--- config.mk ---
export PLATFORM = sky130hd
export DESIGN_NAME = dual_extreme_trend_classifier
export DESIGN_NICKNAME = d
export VERILOG_FILES = /design/src/hdl/detc_pkg.sv /design/src/hdl/dual_extreme_trend_classifier.sv
export SDC_FILE = /design/constraint.sdc
export NUM_CORES = 2
export LEC_CHECK = 0
export BUFFER_PORTS_ARGS = -buffer_cell sky130_fd_sc_hd__buf_2
export CORE_MARGIN = 1.5
export CORE_UTILIZATION = 58
export DETAILED_ROUTE_END_ITERATION = 12
export PLACE_DENSITY_LB_ADDON = 0.2
export SLEW_MARGIN = 40
export SYNTH_ARGS = -nofsm -noshare
export SYNTH_HDL_FRONTEND = slang
export SYNTH_SLANG_ARGS = --single-unit
--- constraint.sdc ---
create_clock -name clock -period 10.6 [get_ports clock]
set_clock_uncertainty 0.05 [all_clocks]
set_input_delay 0.53 -clock clock [delete_from_list [all_inputs] [get_ports clock]]
set_output_delay 0.53 -clock clock [all_outputs]
set_load 0.05 [all_outputs]
--- src/hdl/detc_pkg.sv ---
// ----------------------------------------------------------------------------
// detc_pkg: shared types and codes for the dual extreme trend classifier
// Trend codes, register indexes and turn flag bit positions.
// ----------------------------------------------------------------------------
package detc_pkg;

   // trend classification of one pair of extremes
   typedef logic [1:0] trend_type;
   localparam trend_type TREND_NEUTRAL = 2'd0;
   localparam trend_type TREND_DOWN    = 2'd1;
   localparam trend_type TREND_UP      = 2'd2;

   // configuration register indexes
   localparam int CSR_INDEX_BITS = 1;
   typedef logic [CSR_INDEX_BITS-1:0] csr_index_type;
   localparam csr_index_type CSR_WINDOW_LENGTH  = 1'b0;
   localparam csr_index_type CSR_HISTORY_LENGTH = 1'b1;
   localparam int CSR_DATA_BITS = 16;

   // configuration reset values
   localparam logic [8:0]  WINDOW_LENGTH_RESET  = 9'd240;
   localparam logic [15:0] HISTORY_LENGTH_RESET = 16'd240;
   localparam int WINDOW_LENGTH_MIN = 4;

   // turn flag bit positions
   typedef logic [3:0] turn_flags_type;
   localparam int FLAG_HIGH_START = 0;  // may seek older high
   localparam int FLAG_HIGH_REV   = 1;  // high curve turned back up
   localparam int FLAG_LOW_START  = 2;  // may seek older low
   localparam int FLAG_LOW_REV    = 3;  // low curve turned back down

endpackage

--- src/hdl/dual_extreme_trend_classifier.sv ---
// ----------------------------------------------------------------------------
// dual_extreme_trend_classifier
// Scans windows of samples (newest first), tracks recent and older highs and
// lows, and at each window end classifies both pairs and gives positions.
// ----------------------------------------------------------------------------
//
//   channel | direction | handshake            | payload
//   --------+-----------+----------------------+-----------------------------
//   req_    | in        | req_valid/req_stall  | sample, series_kind
//   rsp_    | out       | rsp_valid/rsp_stall  | kind_echo, trends, positions,
//           |           |                      | window_error
//   csr_    | in        | csr_write            | csr_index, csr_wdata
//
// One word is accepted per cycle while req_stall is low; the extreme tracking
// updates its state registers in the cycle of acceptance. A finished window
// passes through a snapshot stage, a difference stage and the output stage
// register before it reaches rsp_. Reset (synchronous) clears the window state
// and loads the register defaults. A stalled output holds; the two internal
// stages keep taking words until they are full, then req_stall rises.
//
module dual_extreme_trend_classifier #(
   parameter int MAX_WINDOW  = 256,
   parameter int SAMPLE_BITS = 32
) (
   input  logic                              clock,
   input  logic                              reset,
   // input channel
   input  logic                              req_valid,
   output logic                              req_stall,
   input  logic signed [SAMPLE_BITS-1:0]     req_sample,
   input  logic                              req_series_kind,
   // result channel
   output logic                              rsp_valid,
   input  logic                              rsp_stall,
   output logic                              rsp_kind_echo,
   output detc_pkg::trend_type               rsp_upper_trend,
   output detc_pkg::trend_type               rsp_lower_trend,
   output logic [15:0]                       rsp_older_high_pos,
   output logic [15:0]                       rsp_recent_high_pos,
   output logic [15:0]                       rsp_older_low_pos,
   output logic [15:0]                       rsp_recent_low_pos,
   output logic                              rsp_window_error,
   // configuration port
   input  logic                              csr_write,
   input  detc_pkg::csr_index_type           csr_index,
   input  logic [detc_pkg::CSR_DATA_BITS-1:0] csr_wdata
);

   localparam int WIN_W = $clog2(MAX_WINDOW + 1);
   localparam int AGE_W = $clog2(MAX_WINDOW);
   localparam int CW    = (WIN_W > 9) ? WIN_W : 9;
   localparam int DW    = SAMPLE_BITS + 2;
   localparam int MW    = SAMPLE_BITS + 6;

   // configuration
   logic [8:0]  window_length_ff;
   logic [15:0] history_length_ff;

   // window state
   logic [AGE_W-1:0]              count_ff, count_in;
   logic signed [SAMPLE_BITS-1:0] prev_ff, prev_in;
   logic signed [SAMPLE_BITS-1:0] ohv_ff, ohv_in, rhv_ff, rhv_in;
   logic signed [SAMPLE_BITS-1:0] olv_ff, olv_in, rlv_ff, rlv_in;
   logic [AGE_W-1:0]              oha_ff, oha_in, rha_ff, rha_in;
   logic [AGE_W-1:0]              ola_ff, ola_in, rla_ff, rla_in;
   detc_pkg::turn_flags_type      flags_ff, flags_in;
   logic                          win_end;

   // effective window
   logic [CW-1:0]    wl_c;
   logic [CW-1:0]    w_c;
   logic [WIN_W-1:0] win;
   logic [WIN_W-1:0] half;

   // handshake
   logic req_acc;
   logic out_rdy, b_rdy, a_rdy;

   // snapshot stage
   logic                          a_v_ff;
   logic                          a_kind_ff;
   logic signed [SAMPLE_BITS-1:0] a_ohv_ff, a_rhv_ff, a_olv_ff, a_rlv_ff;
   logic [AGE_W-1:0]              a_oha_ff, a_rha_ff, a_ola_ff, a_rla_ff;

   // difference stage
   logic                          b_v_ff;
   logic                          b_kind_ff;
   logic signed [DW-1:0]          b_dh_ff, b_refh_ff, b_dl_ff, b_refl_ff;
   logic [15:0]                   b_ohp_ff, b_rhp_ff, b_olp_ff, b_rlp_ff;
   logic                          b_err_ff;
   logic signed [SAMPLE_BITS-1:0] top_c, bot_c;

   // output stage
   logic                rsp_v_ff;
   logic                rsp_kind_ff;
   detc_pkg::trend_type rsp_up_ff, rsp_lo_ff;
   logic [15:0]         rsp_ohp_ff, rsp_rhp_ff, rsp_olp_ff, rsp_rlp_ff;
   logic                rsp_err_ff;

   // classify one pair: neutral when 20 * |d| <= |r|
   function automatic detc_pkg::trend_type classify(input logic signed [DW-1:0] d,
                                                    input logic signed [DW-1:0] r);
      logic [DW-1:0] ad;
      logic [DW-1:0] ar;
      logic [MW-1:0] m20;
      ad  = (d < 0) ? DW'(-d) : DW'(d);
      ar  = (r < 0) ? DW'(-r) : DW'(r);
      m20 = (MW'(ad) << 4) + (MW'(ad) << 2);
      if (m20 <= MW'(ar)) begin
         return detc_pkg::TREND_NEUTRAL;
      end
      return (d > 0) ? detc_pkg::TREND_DOWN : detc_pkg::TREND_UP;
   endfunction

   // clamp window length into 4..MAX_WINDOW
   always_comb begin
      wl_c = CW'(window_length_ff);
      if (wl_c < CW'(detc_pkg::WINDOW_LENGTH_MIN)) begin
         w_c = CW'(detc_pkg::WINDOW_LENGTH_MIN);
      end else if (wl_c > CW'(MAX_WINDOW)) begin
         w_c = CW'(MAX_WINDOW);
      end else begin
         w_c = wl_c;
      end
      win  = WIN_W'(w_c);
      half = win >> 1;
   end

   // ready chain from the output back to the input
   assign out_rdy   = !rsp_v_ff || !rsp_stall;
   assign b_rdy     = !b_v_ff || out_rdy;
   assign a_rdy     = !a_v_ff || b_rdy;
   assign req_stall = !a_rdy;
   assign req_acc   = req_valid && !req_stall;

   // configuration writes
   always_ff @(posedge clock) begin
      if (reset) begin
         window_length_ff  <= detc_pkg::WINDOW_LENGTH_RESET;
         history_length_ff <= detc_pkg::HISTORY_LENGTH_RESET;
      end else if (csr_write) begin
         case (csr_index)
            detc_pkg::CSR_WINDOW_LENGTH:  window_length_ff  <= csr_wdata[8:0];
            detc_pkg::CSR_HISTORY_LENGTH: history_length_ff <= csr_wdata[15:0];
            default: ;
         endcase
      end
   end

   // extreme tracking for one word
   always_comb begin
      count_in = count_ff;
      prev_in  = prev_ff;
      ohv_in   = ohv_ff;
      rhv_in   = rhv_ff;
      olv_in   = olv_ff;
      rlv_in   = rlv_ff;
      oha_in   = oha_ff;
      rha_in   = rha_ff;
      ola_in   = ola_ff;
      rla_in   = rla_ff;
      flags_in = flags_ff;
      win_end  = 1'b0;
      if (req_acc) begin
         prev_in = req_sample;
         if (count_ff == '0) begin
            // open a new window
            rhv_in   = req_sample;
            rlv_in   = req_sample;
            rha_in   = '0;
            rla_in   = '0;
            ohv_in   = '0;
            olv_in   = '0;
            oha_in   = AGE_W'(win - WIN_W'(1));
            ola_in   = AGE_W'(win - WIN_W'(1));
            flags_in = '0;
            count_in = AGE_W'(1);
         end else begin
            // first half: track recent extremes, restart turn search on a new one
            if (WIN_W'(count_ff) < half) begin
               if (req_sample > rhv_ff) begin
                  rhv_in = req_sample;
                  rha_in = count_ff;
                  flags_in[detc_pkg::FLAG_HIGH_START] = 1'b0;
                  flags_in[detc_pkg::FLAG_HIGH_REV]   = 1'b0;
               end else if (req_sample < rlv_ff) begin
                  rlv_in = req_sample;
                  rla_in = count_ff;
                  flags_in[detc_pkg::FLAG_LOW_START] = 1'b0;
                  flags_in[detc_pkg::FLAG_LOW_REV]   = 1'b0;
               end
            end
            // look for the turn down then up (highs), up then down (lows)
            if (!flags_in[detc_pkg::FLAG_HIGH_START]) begin
               if (req_sample < prev_ff) flags_in[detc_pkg::FLAG_HIGH_START] = 1'b1;
            end else if (!flags_in[detc_pkg::FLAG_HIGH_REV] && req_sample > prev_ff) begin
               flags_in[detc_pkg::FLAG_HIGH_REV] = 1'b1;
               ohv_in = req_sample;
               oha_in = count_ff;
            end
            if (!flags_in[detc_pkg::FLAG_LOW_START]) begin
               if (req_sample > prev_ff) flags_in[detc_pkg::FLAG_LOW_START] = 1'b1;
            end else if (!flags_in[detc_pkg::FLAG_LOW_REV] && req_sample < prev_ff) begin
               flags_in[detc_pkg::FLAG_LOW_REV] = 1'b1;
               olv_in = req_sample;
               ola_in = count_ff;
            end
            // second half: track older extremes after the turn
            if (WIN_W'(count_ff) >= half) begin
               if (flags_in[detc_pkg::FLAG_HIGH_START] && flags_in[detc_pkg::FLAG_HIGH_REV] &&
                   (req_sample > ohv_in || WIN_W'(oha_in) < half)) begin
                  ohv_in = req_sample;
                  oha_in = count_ff;
               end
               if (flags_in[detc_pkg::FLAG_LOW_START] && flags_in[detc_pkg::FLAG_LOW_REV] &&
                   (req_sample < olv_in || WIN_W'(ola_in) < half)) begin
                  olv_in = req_sample;
                  ola_in = count_ff;
               end
            end
            // advance or close the window
            if (WIN_W'(count_ff) + WIN_W'(1) < win) begin
               count_in = count_ff + AGE_W'(1);
            end else begin
               count_in = '0;
               win_end  = 1'b1;
            end
         end
      end
   end

   // window state registers
   always_ff @(posedge clock) begin
      if (reset) begin
         count_ff <= '0;
         prev_ff  <= '0;
         ohv_ff   <= '0;
         rhv_ff   <= '0;
         olv_ff   <= '0;
         rlv_ff   <= '0;
         oha_ff   <= '0;
         rha_ff   <= '0;
         ola_ff   <= '0;
         rla_ff   <= '0;
         flags_ff <= '0;
      end else begin
         count_ff <= count_in;
         prev_ff  <= prev_in;
         ohv_ff   <= ohv_in;
         rhv_ff   <= rhv_in;
         olv_ff   <= olv_in;
         rlv_ff   <= rlv_in;
         oha_ff   <= oha_in;
         rha_ff   <= rha_in;
         ola_ff   <= ola_in;
         rla_ff   <= rla_in;
         flags_ff <= flags_in;
      end
   end

   // snapshot stage: hold the extremes of a finished window
   always_ff @(posedge clock) begin
      if (reset) begin
         a_v_ff <= 1'b0;
      end else if (a_rdy) begin
         a_v_ff <= win_end;
      end
   end

   always_ff @(posedge clock) begin
      if (a_rdy && win_end) begin
         a_kind_ff <= req_series_kind;
         a_ohv_ff  <= ohv_in;
         a_rhv_ff  <= rhv_in;
         a_olv_ff  <= olv_in;
         a_rlv_ff  <= rlv_in;
         a_oha_ff  <= oha_in;
         a_rha_ff  <= rha_in;
         a_ola_ff  <= ola_in;
         a_rla_ff  <= rla_in;
      end
   end

   // difference stage: gaps, references and positions
   assign top_c = (a_ohv_ff > a_rhv_ff) ? a_ohv_ff : a_rhv_ff;
   assign bot_c = (a_olv_ff < a_rlv_ff) ? a_olv_ff : a_rlv_ff;

   always_ff @(posedge clock) begin
      if (reset) begin
         b_v_ff <= 1'b0;
      end else if (b_rdy) begin
         b_v_ff <= a_v_ff;
      end
   end

   always_ff @(posedge clock) begin
      if (b_rdy && a_v_ff) begin
         b_kind_ff <= a_kind_ff;
         b_dh_ff   <= DW'(a_ohv_ff) - DW'(a_rhv_ff);
         b_refh_ff <= DW'(top_c) - DW'(bot_c);
         b_dl_ff   <= DW'(a_olv_ff) - DW'(a_rlv_ff);
         b_refl_ff <= DW'(a_olv_ff);
         b_ohp_ff  <= history_length_ff - 16'(a_oha_ff) - 16'd1;
         b_rhp_ff  <= history_length_ff - 16'(a_rha_ff) - 16'd1;
         b_olp_ff  <= history_length_ff - 16'(a_ola_ff) - 16'd1;
         b_rlp_ff  <= history_length_ff - 16'(a_rla_ff) - 16'd1;
         b_err_ff  <= history_length_ff < 16'(win);
      end
   end

   // output stage: classify and hold the result word
   always_ff @(posedge clock) begin
      if (reset) begin
         rsp_v_ff <= 1'b0;
      end else if (out_rdy) begin
         rsp_v_ff <= b_v_ff;
      end
   end

   always_ff @(posedge clock) begin
      if (out_rdy && b_v_ff) begin
         rsp_kind_ff <= b_kind_ff;
         rsp_up_ff   <= classify(b_dh_ff, b_refh_ff);
         rsp_lo_ff   <= classify(b_dl_ff, b_refl_ff);
         rsp_ohp_ff  <= b_ohp_ff;
         rsp_rhp_ff  <= b_rhp_ff;
         rsp_olp_ff  <= b_olp_ff;
         rsp_rlp_ff  <= b_rlp_ff;
         rsp_err_ff  <= b_err_ff;
      end
   end

   assign rsp_valid           = rsp_v_ff;
   assign rsp_kind_echo       = rsp_kind_ff;
   assign rsp_upper_trend     = rsp_up_ff;
   assign rsp_lower_trend     = rsp_lo_ff;
   assign rsp_older_high_pos  = rsp_ohp_ff;
   assign rsp_recent_high_pos = rsp_rhp_ff;
   assign rsp_older_low_pos   = rsp_olp_ff;
   assign rsp_recent_low_pos  = rsp_rlp_ff;
   assign rsp_window_error    = rsp_err_ff;

   // recent high never falls below recent low
   assert property (@(posedge clock) disable iff (reset) rhv_ff >= rlv_ff)
      else $error("recent high below recent low");

   // a turn back is only seen after the turn away
   assert property (@(posedge clock) disable iff (reset)
      !(flags_ff[detc_pkg::FLAG_HIGH_REV] && !flags_ff[detc_pkg::FLAG_HIGH_START]) &&
      !(flags_ff[detc_pkg::FLAG_LOW_REV] && !flags_ff[detc_pkg::FLAG_LOW_START]))
      else $error("turn flags out of order");

   // a word that opens a window moves the count to one
   assert property (@(posedge clock) disable iff (reset)
      req_acc && count_ff == '0 |=> count_ff == AGE_W'(1))
      else $error("window did not open");

   // a closing word lands in the snapshot stage
   assert property (@(posedge clock) disable iff (reset)
      win_end |=> a_v_ff && count_ff == '0)
      else $error("finished window lost");

endmodule
# Word-level counts from Yosys, hierarchy flattened
# Cells that the tools add are included.
[classes]
reduce_logical = 25
bitwise = 1
addsub = 20
muxes = 96
order_cmp = 24
[ops]
columns = ["operator", "n"]
rows = [
  ["$mux 32", 27],
  ["$mux 8", 27],
  ["$mux 34", 4],
  ["$gt 32x32->1", 4],
  ["$lt 32x32->1", 4],
  ["$lt 34x1->1 const B", 3],
  ["$neg 34->34", 3],
  ["$sub 32x32->33", 3],
  ["$add 38x36->38", 2],
  ["$le 38x34->1", 2],
  ["$gt 34x1->1 const B", 2],
  ["$sub 16x1->16 const B", 4],
  ["$sub 16x8->16", 4],
  ["$neg 32->34", 1],
  ["$lt 32x1->1 const B", 1],
  ["$lt 8x8->1", 3],
  ["$mux 1", 23],
  ["$mux 2", 9],
  ["$mux 9", 2],
  ["$lt 16x9->1", 1],
  ["$mux 4", 4],
  ["$logic_and 1x1->1", 10],
  ["$add 8x1->9 const B", 1],
  ["$gt 9x9->1 const B", 1],
  ["10 further kinds", 21],
]
[word_totals]
out_inout_bits = 72
word_cells = 209
reg_bits = 663
in_bits = 55

# Depth between registers and ports, before layout
[logic_depth]
word_depth = 20
mapped_depth = 32
mapped_depth_nobuf = 29

# Worst setup path after synthesis
# OpenSTA, ideal clock, no wires.
[synth_timing]
kind = "flip-flop to flip-flop"
start = "register rsp_v_ff, in the netlist rsp_valid"
end = "register b_dh_ff[0] (enable)"
t_required_ps = 9768
setup_ps = 782
n_path_buf = 0
path_stages_with_launch = 3
path_slack_ps = 324
arrival_ps = 9444
synth_period_minus_slack_ps = 10276
cell_sequence = "dfxtp_1 and3_1 nor2b_1"
[synth_between]
elab_chain_len = 4
[synth_rtl]
columns = ["element", "line", "source"]
rows = [
  ["from (decl)", "dual_extreme_trend_classifier.sv:94", "logic rsp_v_ff;"],
  ["from (signal assigned)", "dual_extreme_trend_classifier.sv:316", "rsp_v_ff <= b_v_ff;"],
  ["$logic_not 1->1", "dual_extreme_trend_classifier.sv:130", "assign out_rdy = !rsp_v_ff || !rsp_stall;"],
  ["$logic_or 1x1->1", "dual_extreme_trend_classifier.sv:130", ""],
  ["$logic_or 1x1->1", "dual_extreme_trend_classifier.sv:131", "assign b_rdy = !b_v_ff || out_rdy;"],
  ["$logic_and 1x1->1", "dual_extreme_trend_classifier.sv:297", "if (b_rdy && a_v_ff) begin"],
  ["to (signal assigned)", "dual_extreme_trend_classifier.sv:299", "b_dh_ff <= DW'(a_ohv_ff) - DW'(a_rhv_ff);"],
  ["to (decl)", "dual_extreme_trend_classifier.sv:88", "logic signed [DW-1:0] b_dh_ff, b_refh_ff, b_dl_ff, b_refl_ff;"],
]
# Every way passes these cells.
# A chain may end at the register's enable or synchronous reset.

# Worst setup path after layout
[layout_timing]
start = "register a_rhv_ff[1]"
end = "register b_refh_ff[28], data pin"
[layout_between]
elab_chain_len = 3
[layout_rtl]
columns = ["element", "line", "source"]
rows = [
  ["from (decl)", "dual_extreme_trend_classifier.sv:82", "logic signed [SAMPLE_BITS-1:0] a_ohv_ff, a_rhv_ff, a_olv_ff, a_rlv_ff;"],
  ["from (signal assigned)", "dual_extreme_trend_classifier.sv:274", "a_rhv_ff <= rhv_in;"],
  ["$gt 32x32->1", "dual_extreme_trend_classifier.sv:285", "assign top_c = (a_ohv_ff > a_rhv_ff) ? a_ohv_ff : a_rhv_ff;"],
  ["$mux 32 *", "dual_extreme_trend_classifier.sv:285", ""],
  ["$sub 32x32->33 *", "dual_extreme_trend_classifier.sv:300", "b_refh_ff <= DW'(top_c) - DW'(bot_c);"],
  ["to (signal assigned)", "dual_extreme_trend_classifier.sv:300", ""],
  ["to (decl)", "dual_extreme_trend_classifier.sv:88", ""],
]
# Every way passes the cells marked *; elsewhere a longest branch is shown, timed or not.

==> results.txt <==
f_max: 133 MHz
most frequent cells in the layout: 458 x ha_1, 428 x edfxtp_1, 307 x a21oi_1, 286 x nand2_1, 278 x inv_1
async set-reset flop share out of synthesis: 0%
unrepaired setup endpoints after global routing: no
vias in the first global route: 29,800
H-tree levels: 3
TritonCTS Buffers: 71
GR Overflow Total: 0
Final period util: 70.7%
WL final: 110,000 um
Yosys warning total: 0
final setup vio count: 0
Pwr per Cell Area: 125 nW/um^2
Core Area: 72,800 um^2
Setup crit start kind: flip-flop
clock sinks: 660
net switching power figure: 1380 uW
RePlAce Congestion: 0.968
worst skew pair latency: 0.63 ns
Final WS setup: 3.10 ns
Fillers: 5,989
Tightest Pin Transition: 0.885 ns
Regs by FF count: b_dh_ff: 33 flops, b_dl_ff: 33 flops, b_refh_ff: 33 flops
post-route ant nets: 0
hold-fix buffers at CTS: 0
relative slew slack: 41.0%
dpl cell area: 44,300 um^2
Critical Path RT: 10.91 ns
first-pass iteration count of the detailed router: 6
share of layout cells above drive strength 1: 9.88%
post-DP HPWL: 82,900 um
die width: 274 um
Crit Path Max Fanout: 32
postcts setup bufs: 0
WS Path Type: flip-flop to flip-flop
Total GRT Usage: 29.0%
Max VDD drop: 0.000139 V
Seq cells post-synth: 660
sequential share of power: 47.9%
DR iter-0 viols: 2,728
antenna violations before repair: 1
Area Overhead vs Synth: 9.66%
Post-synth EDFFs: 428
most common cell after layout, fill and taps aside: ha_1
Port Buffers: 126
Crit. End Element: flip-flop
largest net degree at the start of global routing: 98
post-layout min period: 7.50 ns
r2r setup slk: 3.10 ns
placed cell count: 5,167
Final Max Slew Viols: 0
Rows: 99
hold crit path type: primary input to flip-flop
Logic pwr share: 8.7%
status: finished clean
DRC violations left: 0
DIE AREA: 75,200 um^2
internal power: 4450 uW
static leakage: 0.0195 uW
Clk pin slew, worst setup/hold paths: 0.06 ns
Root Buffer: clkbuf_16
clock power share: 43.4%
Seq/Total Area, Yosys: 41.0%
vias per inst: 6.12
top_reg_cell synth: edfxtp_1
die height: 274 um
Distinct cells, synth: 77
endpoints failing hold: 0
WL/cell: 20.8 um
Mapped Cells: 4,188
setup TNS: 0 ns
Switching Fraction: 23.7%
Nets: 4,807
total power: 5830 uW
Max-Cap Viols: 0
global-route wire length before repair: 170,000 um
CTS tree: built
Starting Density: 58.5%
pre-CTS WS: 3.19 ns
CP arrival: 7.81 ns
Final Non-Filler Cells: 5,303
synthesized area: 42,600 um^2
I/O pin count: 127
cts repair resizes: 0
clock tree buffer depth: 3
syn avg cell area: 10.2 um^2
design area: 46,800 um^2
Vias: 32,500
==> cell families after synthesis <==
| family | count (synthesis) | share of synthesized area [%] |
|---|---|---|
| fa+ha+maj | 468 | 13.9 |
| mux | 218 | 5.43 |
| xor+xnor | 319 | 6.55 |
| other cells | 2 | 0.0176 |
| simple gates | 1009 | 12.0 |
| compound gates | 1091 | 17.3 |
| buf+inv | 421 | 3.74 |
| flops | 660 | 41.0 |
==> final cells by class <==
type / instances / area (um^2) / area share [%]
inverter: 279 / 1050 / 2.26
antenna: 1 / 2.50 / 0.00535
tap: 959 / 1200 / 2.57
timing repair buffer: 162 / 941 / 2.01
clock inverter: 33 / 373 / 0.797
sequential: 660 / 17500 / 37.4
clock buffer: 99 / 2010 / 4.31
multi-input combinational: 3110 / 23700 / 50.6
==> final timing paths <==
check / startpoint / cells past startpoint / endpoint
max: a_rhv_ff[1] / 26 / b_refh_ff[28]
min reg2reg: b_rlp_ff[13] / 0 / rsp_recent_low_pos[13]
min: req_series_kind / 1 / a_kind_ff
max reg2reg: a_rhv_ff[1] / 26 / b_refh_ff[28]
==> power groups by stage <==
| stage | registers [uW] | logic, uW | clock network (uW) |
|---|---|---|---|
| finish | 2800 | 507 | 2530 |
| global route | 2800 | 557 | 2650 |
| CTS | 2790 | 500 | 2560 |
| detailed placement | 2850 | 494 | 0 |
| global placement | 2850 | 482 | 0 |
| floorplan | 2830 | 338 | 0 |
==> Yosys cell counts (8+ instances only) <==
master / count / area, um^2
ha_1: 459 / 5740
edfxtp_1: 428 / 12900
a21oi_1: 307 / 1540
nand2_1: 287 / 1080
inv_1: 279 / 1050
dfxtp_1: 232 / 4640
xnor2_1: 201 / 1760
nor2_1: 183 / 687
nor2b_1: 162 / 1010
o21ai_0: 153 / 766
a21o_1: 133 / 998
clkbuf_1: 119 / 447
xor2_1: 118 / 1030
a22o_1: 113 / 990
mux2i_1: 111 / 1110
mux2_2: 107 / 1200
a221oi_1: 64 / 561
nand3_1: 61 / 305
nand4_1: 54 / 338
nor3_1: 51 / 255
o21a_1: 49 / 368
o31ai_1: 42 / 315
nand2b_1: 36 / 225
o21bai_1: 32 / 240
a211oi_1: 30 / 225
or3_1: 27 / 169
and2_1: 25 / 156
a31oi_1: 23 / 144
and3_1: 23 / 144
o41ai_1: 22 / 193
nor4_1: 21 / 131
o211ai_1: 19 / 143
or4_1: 19 / 143
or2_2: 15 / 93.8
nand3b_1: 14 / 105
buf_1: 13 / 48.8
a21boi_0: 12 / 90.1
a211o_1: 11 / 96.3
buf_2: 10 / 50.1
fa_1: 9 / 180
o22ai_1: 9 / 56.3
o2111ai_1: 8 / 70.1
o221ai_1: 8 / 70.1
==> routing by layer <==
metal  global-route usage [%]  routed length, um  up-vias
met4                     12.5               4570        0
met5                        0                  0        -
met2                     43.5              47700     1017
li1                         -                  -    15700
met1                     42.2              51500    15500
met3                     3.41               6650      208
==> stage by stage <==
step | hold WS [ns] | util [%]
3_5_place_dp | 0.355 | 60.9
2_1_floorplan | 0.350 | -
3_3_place_gp | 0.351 | 60.8
5_1_grt | 0.0373 | 64.2
6_report | 0.0486 | 64.2
4_1_cts | 0.0195 | 64.1
==> critical path: stages, from the launching register on <==
cell and delay [ns]:
edfxtp_1 0.47, inv_1 0.12, ha_1 0.25, nor2b_1 0.14, o21ai_0 0.23, a21boi_0 0.20
o41ai_1 0.37, nand2_1 0.20, a311oi_1 0.40, o31ai_1 0.18, o41ai_1 0.45, nor2b_1 0.14
o21ai_2 0.14, buf_4 0.40, mux2_2 0.41, ha_1 0.35, nor2b_1 0.15, o21a_1 0.19
o21ai_0 0.23, a31oi_1 0.17, o211ai_1 0.25, a21oi_1 0.13, o41ai_1 0.58, a21oi_1 0.16
a21oi_1 0.41, nor3_1 0.11, a311o_1 0.34
Note: power is estimated with default switching activity, not from simulation.
